[src/smtr_pkg.sv]
// ----------------------------------------------------------------------------
// smtr_pkg: shared definitions for the stereo multi-tap reverb
// Default sizes, field widths, register and request codes, and the
// command and status structs between the controller and the datapath.
// ----------------------------------------------------------------------------
package smtr_pkg;

	localparam int HISTORY_DEPTH_DEF = 65536;
	localparam int MAX_TAPS_DEF      = 512;
	localparam int SAMPLE_BITS_DEF   = 16;

	localparam int DELAY_W    = 16;
	localparam int GAIN_W     = 16;
	localparam int TAP_IDX_W  = 9;
	localparam int CFG_DATA_W = 10;
	localparam int CFG_IDX_W  = 1;

	// Configuration register indexes.
	localparam logic [CFG_IDX_W-1:0] REG_SAME_TAPS = 1'b0;
	localparam logic [CFG_IDX_W-1:0] REG_OPPO_TAPS = 1'b1;

	// Request kinds carried on tuser.
	localparam logic REQ_AUDIO = 1'b0;
	localparam logic REQ_TAP   = 1'b1;

	// Tap table selection.
	localparam logic SIDE_SAME = 1'b0;
	localparam logic SIDE_OPPO = 1'b1;

	typedef struct packed {
		logic tap_wr;      // write the tap entry carried by the request
		logic frame_start; // store the frame in history and seed the accumulators
		logic tap_rd;      // read one tap entry and send it down the pipeline
		logic rd_side;     // table of that tap read
		logic load_out;    // round, saturate and load the output register
	} smtr_cmd_t;

	typedef struct packed {
		logic pipe_busy;   // a tap is still in flight in the datapath
	} smtr_stat_t;

endpackage

[src/smtr_ctrl.sv]
// ----------------------------------------------------------------------------
// smtr_ctrl: request sequencer of the stereo multi-tap reverb
// Holds the tap count registers, takes requests, walks the same-side and
// then the opposite-side tap table, and hands the result to the output.
// ----------------------------------------------------------------------------
module smtr_ctrl #(
	parameter int MAX_TAPS = smtr_pkg::MAX_TAPS_DEF,
	localparam int CNT_W = $clog2(MAX_TAPS + 1)
) (
	input  logic                             clk,
	input  logic                             arst_n,
	input  logic                             s_tvalid,
	output logic                             s_tready,
	input  logic                             req_type,
	output logic                             m_tvalid,
	input  logic                             m_tready,
	input  logic                             cfg_we,
	input  logic [smtr_pkg::CFG_IDX_W-1:0]  cfg_index,
	input  logic [smtr_pkg::CFG_DATA_W-1:0] cfg_data,
	output smtr_pkg::smtr_cmd_t              cmd,
	output logic [CNT_W-1:0]                 rd_idx,
	input  smtr_pkg::smtr_stat_t             stat
);
	import smtr_pkg::*;

	typedef enum logic [3:0] {
		ST_IDLE   = 4'b0001,
		ST_WALK   = 4'b0010,
		ST_DRAIN  = 4'b0100,
		ST_FINISH = 4'b1000
	} state_t;

	state_t                state_q, state_d;
	logic [CFG_DATA_W-1:0] same_used_q, oppo_used_q;
	logic [CNT_W-1:0]      idx_q, idx_d;
	logic [CNT_W-1:0]      same_cnt, oppo_cnt, cur_cnt;
	logic                  side_q, side_d;
	logic                  m_tvalid_q, m_tvalid_d;
	logic                  s_fire;

	// Counts above the table size act as the table size.
	assign same_cnt = (32'(same_used_q) > MAX_TAPS) ? CNT_W'(MAX_TAPS) : CNT_W'(same_used_q);
	assign oppo_cnt = (32'(oppo_used_q) > MAX_TAPS) ? CNT_W'(MAX_TAPS) : CNT_W'(oppo_used_q);
	assign cur_cnt  = (side_q == SIDE_SAME) ? same_cnt : oppo_cnt;

	assign s_tready = (state_q == ST_IDLE);
	assign s_fire   = s_tvalid && s_tready;
	assign m_tvalid = m_tvalid_q;
	assign rd_idx   = idx_q;

	always_comb begin
		state_d    = state_q;
		idx_d      = idx_q;
		side_d     = side_q;
		m_tvalid_d = m_tvalid_q && !m_tready;
		cmd        = '0;
		unique case (state_q)
			ST_IDLE: begin
				if (s_fire) begin
					if (req_type == REQ_TAP) begin
						cmd.tap_wr = 1'b1;
					end else begin
						cmd.frame_start = 1'b1;
						idx_d           = '0;
						side_d          = SIDE_SAME;
						state_d         = ST_WALK;
					end
				end
			end
			ST_WALK: begin
				if (idx_q < cur_cnt) begin
					cmd.tap_rd  = 1'b1;
					cmd.rd_side = side_q;
					idx_d       = idx_q + 1'b1;
				end else if (side_q == SIDE_SAME) begin
					side_d = SIDE_OPPO;
					idx_d  = '0;
				end else begin
					state_d = ST_DRAIN;
				end
			end
			ST_DRAIN: begin
				if (!stat.pipe_busy) begin
					state_d = ST_FINISH;
				end
			end
			ST_FINISH: begin
				if (!m_tvalid_q || m_tready) begin
					cmd.load_out = 1'b1;
					m_tvalid_d   = 1'b1;
					state_d      = ST_IDLE;
				end
			end
			default: begin
				state_d = ST_IDLE;
			end
		endcase
	end

	always_ff @(posedge clk or negedge arst_n) begin
		if (!arst_n) begin
			state_q     <= ST_IDLE;
			idx_q       <= '0;
			side_q      <= SIDE_SAME;
			m_tvalid_q  <= 1'b0;
			same_used_q <= '0;
			oppo_used_q <= '0;
		end else begin
			state_q    <= state_d;
			idx_q      <= idx_d;
			side_q     <= side_d;
			m_tvalid_q <= m_tvalid_d;
			if (cfg_we) begin
				unique case (cfg_index)
					REG_SAME_TAPS: same_used_q <= cfg_data;
					REG_OPPO_TAPS: oppo_used_q <= cfg_data;
				endcase
			end
		end
	end

endmodule

[config.mk]
export PLATFORM = sky130hd
export DESIGN_NAME = smtr_ctrl
export DESIGN_NICKNAME = d
export VERILOG_FILES = /design/src/smtr_pkg.sv /design/src/smtr_ctrl.sv
export SDC_FILE = /design/constraint.sdc
export NUM_CORES = 1
export LEC_CHECK = 0
export BUFFER_PORTS_ARGS = -buffer_cell sky130_fd_sc_hd__buf_2
export CAP_MARGIN = 10
export CORE_MARGIN = 5
export CORE_UTILIZATION = 40
export CTS_CLUSTER_SIZE = 12
export DETAILED_ROUTE_END_ITERATION = 10
export PLACE_DENSITY = 0.59
export SYNTH_ARGS = -nofsm -noshare
export SYNTH_HDL_FRONTEND = slang
export SYNTH_SLANG_ARGS = --single-unit
[constraint.sdc]
create_clock -name clk -period 6.3 [get_ports clk]
set_input_delay 0.63 -clock clk [delete_from_list [all_inputs] [get_ports clk]]
set_output_delay 0.63 -clock clk [all_outputs]
set_load 0.005 [all_outputs]
## Yosys cells after proc, flatten, opt, wreduce, memory -nomap -nowiden

Cells that the tools add are included.

| storage, ports and cells | value |
|---|---|
| register bits after elaboration | 36 |
| latch bits | 0 |
| memory bits (writable) | 0 |
| memory bits (read-only) | 0 |
| memories | 0 |

| cells by class | value |
|---|---|
| $add $sub $neg | 1 |
| multipliers | 0 |
| div/mod/pow operators | 0 |
| $lt $le $gt $ge | 3 |
| equal/unequal tests | 11 |
| shift operators | 0 |
| muxes and demuxes | 29 |
| bitwise logic cells | 1 |
| reductions and logical operators | 11 |

Operator list:

| cell | number |
|---|---|
| $mux 10 | 7 |
| $mux 4 | 6 |
| $gt 10x10->1 const B | 2 |
| $pmux 10 s2 | 1 |
| $pmux 4 s4 | 1 |
| $add 10x1->10 const B | 1 |
| $lt 10x10->1 | 1 |
| $ne 2x2->1 const B | 5 |
| $mux 1 | 9 |
| $mux 2 | 4 |
| $reduce_and 4->1 | 2 |
| $reduce_and 6->1 | 1 |
| $eq 4x1->1 const B | 1 |
| $eq 4x2->1 const B | 1 |
| $eq 4x3->1 const B | 1 |
| $eq 4x4->1 const B | 1 |
| $reduce_and 2->1 | 2 |
| $ne 3x3->1 const B | 1 |
| $logic_and 1x1->1 | 2 |
| $logic_not 1->1 | 2 |
| $ne 2x1->1 const B | 1 |
| $pmux 1 s2 | 1 |
| $reduce_bool 2->1 | 1 |
| $logic_or 1x1->1 | 1 |
| $not 1->1 | 1 |

## Logic depth before layout (Yosys ltp)

Gate-level depths: netlist (run 1).

| logic depth | value |
|---|---|
| depth after elaboration | 6 |
| depth in mapped cells | 11 |
| gate-level depth less buffers | 11 |

## Worst setup path after synthesis (run 1)

OpenSTA, ideal clock, no wires.

| timing | value |
|---|---|
| path type | register to output |
| start | register same_used_q[3] |
| end | output port cmd[1] (netlist bit) |
| arrival time | 2,414 ps |
| data required time | 5,670 ps |
| setup slack | 3,256 ps |
| stages on the path, launching flop included | 11 |
| cell sequence | dfrtp_1 nor4_1 nand3_1 a21oi_1 a32oi_1 ha_1 and3_2 o21ai_0 o211a_1 buf_4 and3_1 |

RTL lines:

| what | RTL line | RTL |
|---|---|---|
| from (decl) | smtr_ctrl.sv:34 | `logic [CFG_DATA_W-1:0] same_used_q, oppo_used_q;` |
| from (signal assigned) | smtr_ctrl.sv:115 | `REG_SAME_TAPS: same_used_q <= cfg_data;` |
| to (decl) | smtr_ctrl.sv:20 | `output smtr_pkg::smtr_cmd_t cmd,` |

==> results.tsv, run 1 <==
metric	value	unit
outcome	finished, final reports clean	
ys_seq_area_share	43.3	%
wl_per_cell	15.5	µm
min_path_type	in -> async	
ys.flop_type	dfrtp_1	
syn-cell-area	2080	µm²
fin_area	2440	µm²
root_buffer	clkbuf_8	
cap_violations	0	
report.final.slew_viol_count	0	
crit_fanout	12	
setup_tns	0	ns
synth_edf_count	0	
start_util	41.1	%
drc	0	
relSlewSlack	41.5	%
dpl.hpwl	3.55	mm
clk_path_buf_depth	2	
ctsHoldBuffers	0	
post-cts-setup-buffers	0	
grt_setup_unrepaired	no	
antenna_cells	0	
post-place-ws	2.61	ns
synth_cells	198	
path_class	reg -> out	
synth_cell_types	50	
fin_crit	3.99	ns
routabilityCongestion	0.834	
grt_pass1_wl	8.06	mm
fillCellCount	507	
num_rows	26	
p_leak	1.11	nW
cts_buffers	5	
port_buffers	34	
drtIter0Drc	168	
layout_setup_ws	2.31	ns
fp.dieW	82.2	µm
worstPathArrival	3.36	ns
area_delta_synth_final	17.1	%
cp.required	5.67	ns
tightestPinTransition	0.875	ns
clkTransAtPathRegs	0.08	ns
cp-end-kind	output port	
final_net_count	263	
async_flop_share	100	%
ctsResizeCount	0	
yosys_warnings	0	
layout-drive-gt1-share	31.8	%
post-route-period-util	63.4	%
syn_avg_cell_area	10.5	µm²
regArea	902	µm²
htree_num_levels	2	
synth_nets	226	
route.antenna.remaining_nets	0	
coreArea	5070	µm²
die_area	6750	µm²
vias	1652	
cts_tree	yes	
firstDrtPassIters	4	
timing_hold_violations_final	0	
irDropWorstVdd	0.167	mV
start_kind	flop	
power.density	301	nW/µm²
final_cell_mix	dfrtp_1 (35), buf_2 (34), mux2_2 (20), nand2_1 (15), inv_1 (14)	
viasPerCell	5.40	
grt_max_degree	37	
wirelength	4.73	mm
grt_overflow	0	
final_common_cell	dfrtp_1	
track_usage	15.7	%
final-setup-viol-count	0	
antenna_found_initial	0	
dieHeight	82.2	µm
cts.sinks	36	
grt_pass1_vias	1642	
finalClockSkew	0.00882	ns
multi_input_area	1100	µm²
max_freq	251	MHz
boundaryPins	35	
place_area	2310	µm²
ys_seq_elements	36	
clock_latency	0.29	ns
state kept, by name (all words and copies together) (netlist names):
signal,cells
same_used_q,10
rd_idx,10
state_q,4
m_tvalid,1
side_q,1
oppo_used_q,10
final timing paths:
path	startpoint	endpoint	slack [ns]	cells after the start
setup / recovery	same_used_q[3]$_DFFE_PN0P_	cmd[2]	2.31	11
hold / removal	arst_n	oppo_used_q[0]$_DFFE_PN0P_	0.43	1
setup reg to reg	same_used_q[3]$_DFFE_PN0P_	state_q[3]$_DFFE_PN0P_	3.08	11
hold reg to reg	same_used_q[6]$_DFFE_PN0P_	same_used_q[6]$_DFFE_PN0P_	0.54	1
max in group asynchronous	arst_n	rd_idx[5]$_DFFE_PN0P_	5.36	1
min in group clk	m_tready	m_tvalid$_DFF_PN0_	0.54	2
cell families (layout without fill, tap and decap cells):
logic type	after synthesis	count (layout)	synth area share [%]
buffers and inverters	18	56	3.90
AND/OR/NAND/NOR	62	62	17.4
multiplexers	22	22	11.8
AO/OA/AOI/OAI	50	50	17.7
adder cells (fa/ha/maj)	10	10	6.01
flip-flops	36	36	43.3
critical path, cell delays in order (launching register included):
cell and delay, ns:
dfrtp_1 0.40, nor4_1 0.29, nand3_1 0.11, a21oi_1 0.39, a32oi_1 0.11, ha_1 0.33
and3_2 0.21, o21ai_0 0.32, o211a_1 0.46, nand2_1 0.20, inv_1 0.13, buf_2 0.12
where the power goes:
part / switching, W / leakage, nW / internal, W
clock: 0.0000826 / 0.0645 / 0.000140
sequential: 0.0000486 / 0.452 / 0.000268
combinational: 0.000102 / 0.597 / 0.0000917
layer usage:
layer  routed length [µm]  global-route usage (%)  share of wire, %
met1                 2240                    19.7                47
met5                    0                       0                 0
met2                 2210                    26.6                47
met3                  229                    4.34               4.8
met4                   53                    3.99               1.1
cell usage after synthesis (2+ instances only):
library cell | instances | area, µm²
a21oi_1 | 5 | 25.0
mux2_2 | 20 | 225
o211ai_1 | 5 | 37.5
a31oi_1 | 3 | 18.8
nand2_1 | 15 | 56.3
nand3_1 | 6 | 30.0
nor4_1 | 3 | 18.8
o21ai_0 | 11 | 55.1
o221ai_1 | 3 | 26.3
and3_2 | 2 | 15.0
o21a_1 | 2 | 15.0
nor2_1 | 8 | 30.0
mux2i_1 | 2 | 20.0
nor2b_1 | 2 | 12.5
nor3_1 | 4 | 20.0
inv_1 | 14 | 52.6
nor4b_1 | 2 | 17.5
clkbuf_1 | 2 | 7.51
a32oi_1 | 6 | 52.6
and3_1 | 4 | 25.0
nand3b_1 | 4 | 30.0
dfrtp_1 | 35 | 876
nor3b_1 | 3 | 22.5
a21o_2 | 2 | 17.5
ha_1 | 10 | 125
area by class of cell:
cell class / instances / area share [%]
clock inverters: 1 / 1.23
inverters: 14 / 2.15
clock buffers: 7 / 3.95
repair buffers: 34 / 6.98
multi-input cells: 144 / 45.1
well taps: 70 / 3.59
flip-flops and latches: 36 / 37.0
metrics by stage:
stage	hold slack [ns]	util [%]	std cells	power (W)
3_5_place_dp	0.530	45.6	298	0.000517
4_1_cts	0.454	48.1	306	0.000743
5_1_grt	0.493	48.1	306	0.000784
6_report	0.431	48.1	306	0.000733
2_1_floorplan	0.334	-	198	0.000452
3_3_place_gp	0.518	45.6	298	0.000514
Power figures use the tool's default switching activity.
==> run 2: changes to the inputs <==
- clock period: 6.3 -> 3.9 ns (I/O delays scaled with it)
==> run 2 against run 1 <==
Effect of this change: via count rose by 3.5%; total power grew 59%; setup slack got worse by 2.0 ns; critical path type unchanged.
==> results.tsv, run 2 (synthesis results as in run 1) <==
metric	value	unit	change
area_delta_synth_final	17.2	%	
grt_overflow	0		unchanged
clock_latency	0.29	ns	about the same
post-cts-setup-buffers	0		unchanged
grt_pass1_vias	1718		+4.6%
clk_path_buf_depth	2		unchanged
drc	0		unchanged
grt_max_degree	37		unchanged
timing_hold_violations_final	0		unchanged
start_kind	flop		
routabilityCongestion	0.839		+0.53%
fp.dieW	82.2	µm	unchanged
min_path_type	in -> async		
clkTransAtPathRegs	0.07	ns	about the same
cts_tree	yes		
cts.sinks	36		unchanged
report.final.slew_viol_count	0		unchanged
fin_crit	3.56	ns	
finalClockSkew	0.00389	ns	-0.00493 ns
dieHeight	82.2	µm	unchanged
cap_violations	0		unchanged
final_common_cell	dfrtp_1		
cp.required	3.51	ns	-2.16 ns
final-setup-viol-count	0		unchanged
grt_pass1_wl	8.32	mm	+3.3%
wirelength	4.88	mm	+3.2%
worstPathArrival	3.17	ns	-0.19 ns
track_usage	16.0	%	+0.33 points
vias	1710		+3.5%
slowest_stage	a21oi_1		
dpl.hpwl	3.64	mm	+2.5%
ctsResizeCount	0		unchanged
p_leak	1.12	nW	+0.51%
die_area	6750	µm²	unchanged
post-route-period-util	91.2	%	
crit_fanout	6		-6
max_freq	281	MHz	
antenna_found_initial	0		unchanged
critPathTopFamily	compound AO/OA/AOI/OAI gates		
cp_cell_sequence	nor4_1 -> nand3_1 -> a21oi_1 -> a32oi_1 -> ha_1 -> and3_2 -> o21ai_0 -> o211a_1 -> nand2_1 -> inv_1 -> buf_2		
num_rows	26		unchanged
cts_buffers	5		unchanged
setup_tns	0	ns	unchanged
route.antenna.remaining_nets	0		unchanged
timing.hold.ws	0.193	ns	-0.238 ns
drtIter0Drc	113		-33%
final_cell_mix	dfrtp_1 (35), buf_2 (34), mux2_2 (20), nand2_1 (15), inv_1 (14)		
slowest_delay	0.43	ns	-0.03 ns
path_class	reg -> out		
htree_num_levels	2		unchanged
outcome	finished, final reports clean		
crit_buf_inv	2		unchanged
irDropWorstVdd	0.258	mV	+54%
antenna_cells	0		unchanged
boundaryPins	35		unchanged
wl_per_cell	15.8	µm	+2.2%
power.density	476	nW/µm²	+58%
coreArea	5070	µm²	unchanged
viasPerCell	5.53		+2.5%
root_buffer	clkbuf_8		
grt_setup_unrepaired	no		
ctsHoldBuffers	0		unchanged
firstDrtPassIters	4		unchanged
tightestPinTransition	0.897	ns	+0.0213 ns
cp-end-kind	output port		
final_net_count	266		+1.1%
layout-drive-gt1-share	32.2	%	+0.44 points
relSlewSlack	40.1	%	-1.4 points
port_buffers	34		unchanged
start_util	41.1	%	unchanged
[run 2: cell types whose count changed in the layout (fill, tap and decap cells not counted), sizes merged]
cell / previous run / this run
buf: 34 / 37
clkinv: 0 / 1
clkbuf: 7 / 6
[run 2: final timing paths]
path                                       startpoint                          to  slack [ns]  cells after the start
max                        same_used_q[3]$_DFFE_PN0P_                      cmd[2]        0.34                     11
min                                            arst_n       rd_idx[7]$_DFFE_PN0P_        0.19                      1
max reg2reg                same_used_q[3]$_DFFE_PN0P_      state_q[3]$_DFFE_PN0P_        0.74                     11
min reg2reg                oppo_used_q[6]$_DFFE_PN0P_  oppo_used_q[6]$_DFFE_PN0P_        0.54                      1
max in group asynchronous                      arst_n          m_tvalid$_DFF_PN0_        3.20                      1
min in group clk                             m_tready          m_tvalid$_DFF_PN0_        0.32                      2
[run 2: area by class of cell]
cell class | instances | area (µm²)
flip-flops and latches | 36 | 902
inverters | 14 | 52.6
clock buffers | 6 | 72.6
repair buffers | 37 | 193
well taps | 70 | 87.6
clock inverters | 2 | 35.0
multi-input cells | 144 | 1100
fillers | 498 | 2630
[run 2: routing by layer]
layer	vias to the layer above	share of wire [%]	global-route usage, %
met5	-	0	0
met4	0	0.76	5.15
met3	5	4.4	3.58
met2	40	48	28.1
met1	830	47	19.4
li1	835	-	-
[run 2: power by group]
| part | internal (W) | total [W] | leakage [nW] | switching, W |
|---|---|---|---|---|
| sequential | 0.000434 | 0.000508 | 0.452 | 0.0000746 |
| clock | 0.000190 | 0.000324 | 0.0552 | 0.000134 |
| combinational | 0.000156 | 0.000332 | 0.612 | 0.000176 |
| total | 0.000779 | 0.00116 | 1.12 | 0.000384 |
[run 2: stage by stage]
step | power, W | util (%) | std cells | setup slack (ns) | area (µm²)
floorplan | 0.000730 | - | 198 | 1.10 | 2080
global placement | 0.000844 | 46.0 | 301 | 0.765 | 2330
detailed placement | 0.000847 | 46.0 | 301 | 0.683 | 2330
CTS | 0.00118 | 48.1 | 309 | 0.355 | 2440
global route | 0.00124 | 48.1 | 309 | 0.108 | 2440
finish | 0.00116 | 48.1 | 309 | 0.342 | 2440
[run 2: worst reg2reg max path: stages (launching register included)]
cell and delay [ns]:
dfrtp_1 0.39, nor4_1 0.30, nand3_1 0.11, a21oi_1 0.43
a32oi_1 0.12, ha_1 0.33, and4_4 0.26, o211ai_1 0.17
o211a_1 0.32, nand2_1 0.17, inv_1 0.09, o32a_1 0.35
==> run 3: changes to the inputs <==
- CORE_UTILIZATION: 40 -> 25
- PLACE_DENSITY: 0.59 -> 0.41
==> run 3 against run 2 <==
Effect of this change: total power up 0.85%; largest power group unchanged; first-iteration DRC count down 49%; setup slack worse by 0.020 ns; highest routed layer unchanged.
==> results.tsv, run 3 (synthesis results as in run 1) <==
metric	value	unit	change
place_area	2370	µm²	+1.6%
wirelength	5.38	mm	+10%
route.antenna.remaining_nets	0		unchanged
critPathTopFamily	compound AO/OA/AOI/OAI gates		
cts_buffers	5		unchanged
tightestPinTransition	0.983	ns	+0.0868 ns
clkTransAtPathRegs	0.08	ns	about the same
boundaryPins	35		unchanged
viasPerCell	4.93		-11%
fin_util	30.4	%	-18 points
cap_violations	0		unchanged
htree_num_levels	2		unchanged
antenna_found_initial	0		unchanged
post-route-period-util	91.7	%	+0.51 points
fin_crit	3.58	ns	+0.0198 ns
drtIter0Drc	58		-49%
dpl.hpwl	4.11	mm	+13%
clk_path_buf_depth	2		unchanged
port_buffers	34		unchanged
report.final.slew_viol_count	0		unchanged
coreArea	8180	µm²	+61%
start_kind	flop		
final-setup-viol-count	0		unchanged
ctsResizeCount	0		unchanged
min_path_type	in -> async		
grt_overflow	0		unchanged
final_common_cell	dfrtp_1		
fin_area	2480	µm²	+1.6%
irDropWorstVdd	0.159	mV	-38%
max_freq	280	MHz	-0.55%
worstPathArrival	3.19	ns	+0.02 ns
cp.required	3.51	ns	about the same
root_buffer	clkbuf_8		
finalClockSkew	0.00268	ns	-0.00121 ns
track_usage	11.3	%	-4.7 points
cp_cell_sequence	nor4_1 -> nand3_1 -> a21oi_1 -> a32oi_1 -> ha_1 -> and3_2 -> o21ai_0 -> o211a_1 -> nand2_1 -> inv_1 -> buf_2		
path_class	reg -> out		
wl_per_cell	15.7	µm	-0.69%
cts.sinks	36		unchanged
timing_hold_violations_final	0		unchanged
crit_buf_inv	2		unchanged
grt_max_degree	37		unchanged
routabilityCongestion	0.777		-7.3%
power.density	473	nW/µm²	-0.77%
final_net_count	265		-0.38%
start_util	25.5	%	-16 points
ctsHoldBuffers	0		unchanged
slowest_delay	0.40	ns	-0.03 ns
drc	0		unchanged
grt_pass1_wl	9.11	mm	+9.5%
grt_pass1_vias	1760		+2.4%
final_cell_mix	dfrtp_1 (35), buf_2 (34), mux2_2 (20), nand2_1 (15), inv_1 (14)		
post-cts-setup-buffers	0		unchanged
clock_latency	0.28	ns	about the same
layout-drive-gt1-share	32.4	%	+0.14 points
timing.hold.ws	0.204	ns	+0.0116 ns
crit_fanout	7		+1
cp-end-kind	output port		
vias	1691		-1.1%
outcome	finished, final reports clean		
fp.dieW	101	µm	+23%
die_area	10300	µm²	+52%
area_delta_synth_final	19.2	%	
post-place-ws	0.648	ns	-0.0347 ns
layout_setup_ws	0.322	ns	-0.0198 ns
firstDrtPassIters	4		unchanged
dieHeight	101	µm	+23%
slowest_stage	a21oi_1		
grt_setup_unrepaired	no		
cts_tree	yes		
p_leak	1.11	nW	-0.57%
antenna_cells	0		unchanged
setup_tns	0	ns	unchanged
num_rows	33		+27%
relSlewSlack	34.3	%	-5.8 points
-- run 3: cell types whose count changed in the layout (fill, tap and decap cells not counted), sizes merged --
cell      before  now
clkbuf         6    5
clkinvlp       0    1
buf           37   36
-- run 3: final cells by class --
class	count	area (µm²)
Clock buffer	5	68.8
Clock inverter	3	42.5
Fill cell	844	5690
Tap cell	105	131
Inverter	14	52.6
Multi-Input combinational cell	144	1100
Sequential cell	36	902
Timing Repair Buffer	36	185
-- run 3: layer usage --
layer  up-vias  global-route usage [%]  wire [µm]
met4         0                    3.58         72
met2        46                    18.5       2540
met3         8                    2.89        279
met5         -                       0          0
met1       804                    14.6       2490
li1        833                       -          -
-- run 3: path summary, 6_finish.rpt --
path                       slack (ns)  depth (start not counted)                    endpoint                  startpoint
min in group clk                 0.32                          2          m_tvalid$_DFF_PN0_                    m_tready
max in group asynchronous        3.18                          1  oppo_used_q[1]$_DFFE_PN0P_                      arst_n
max reg2reg                      0.78                         11      state_q[2]$_DFFE_PN0P_  same_used_q[3]$_DFFE_PN0P_
min                              0.20                          1       rd_idx[8]$_DFFE_PN0P_                      arst_n
min reg2reg                      0.54                          1  same_used_q[4]$_DFFE_PN0P_  same_used_q[4]$_DFFE_PN0P_
max                              0.32                         11                      cmd[2]  same_used_q[3]$_DFFE_PN0P_
-- run 3: worst reg2reg max path: stages (launching register included) --
cell,delay (ns)
dfrtp_1,0.39
nor4_1,0.27
nand3_1,0.11
a21oi_1,0.40
a32oi_1,0.11
ha_1,0.31
and3_2,0.21
o21ai_0,0.31
o211a_1,0.35
buf_4,0.20
nand2_1,0.08
a32o_1,0.26
-- run 3: power by group --
part           switching, W  total, W  internal (W)  leakage [nW]
clock network      0.000142  0.000331      0.000189        0.0541
registers         0.0000752  0.000508      0.000433         0.452
logic              0.000180  0.000334      0.000154         0.607
-- run 3: stage by stage --
step / std cells / total power [W]
3_3_place_gp: 335 / 0.000853
5_1_grt: 343 / 0.00126
2_1_floorplan: 198 / 0.000730
3_5_place_dp: 335 / 0.000854
4_1_cts: 343 / 0.00119
6_report: 343 / 0.00117
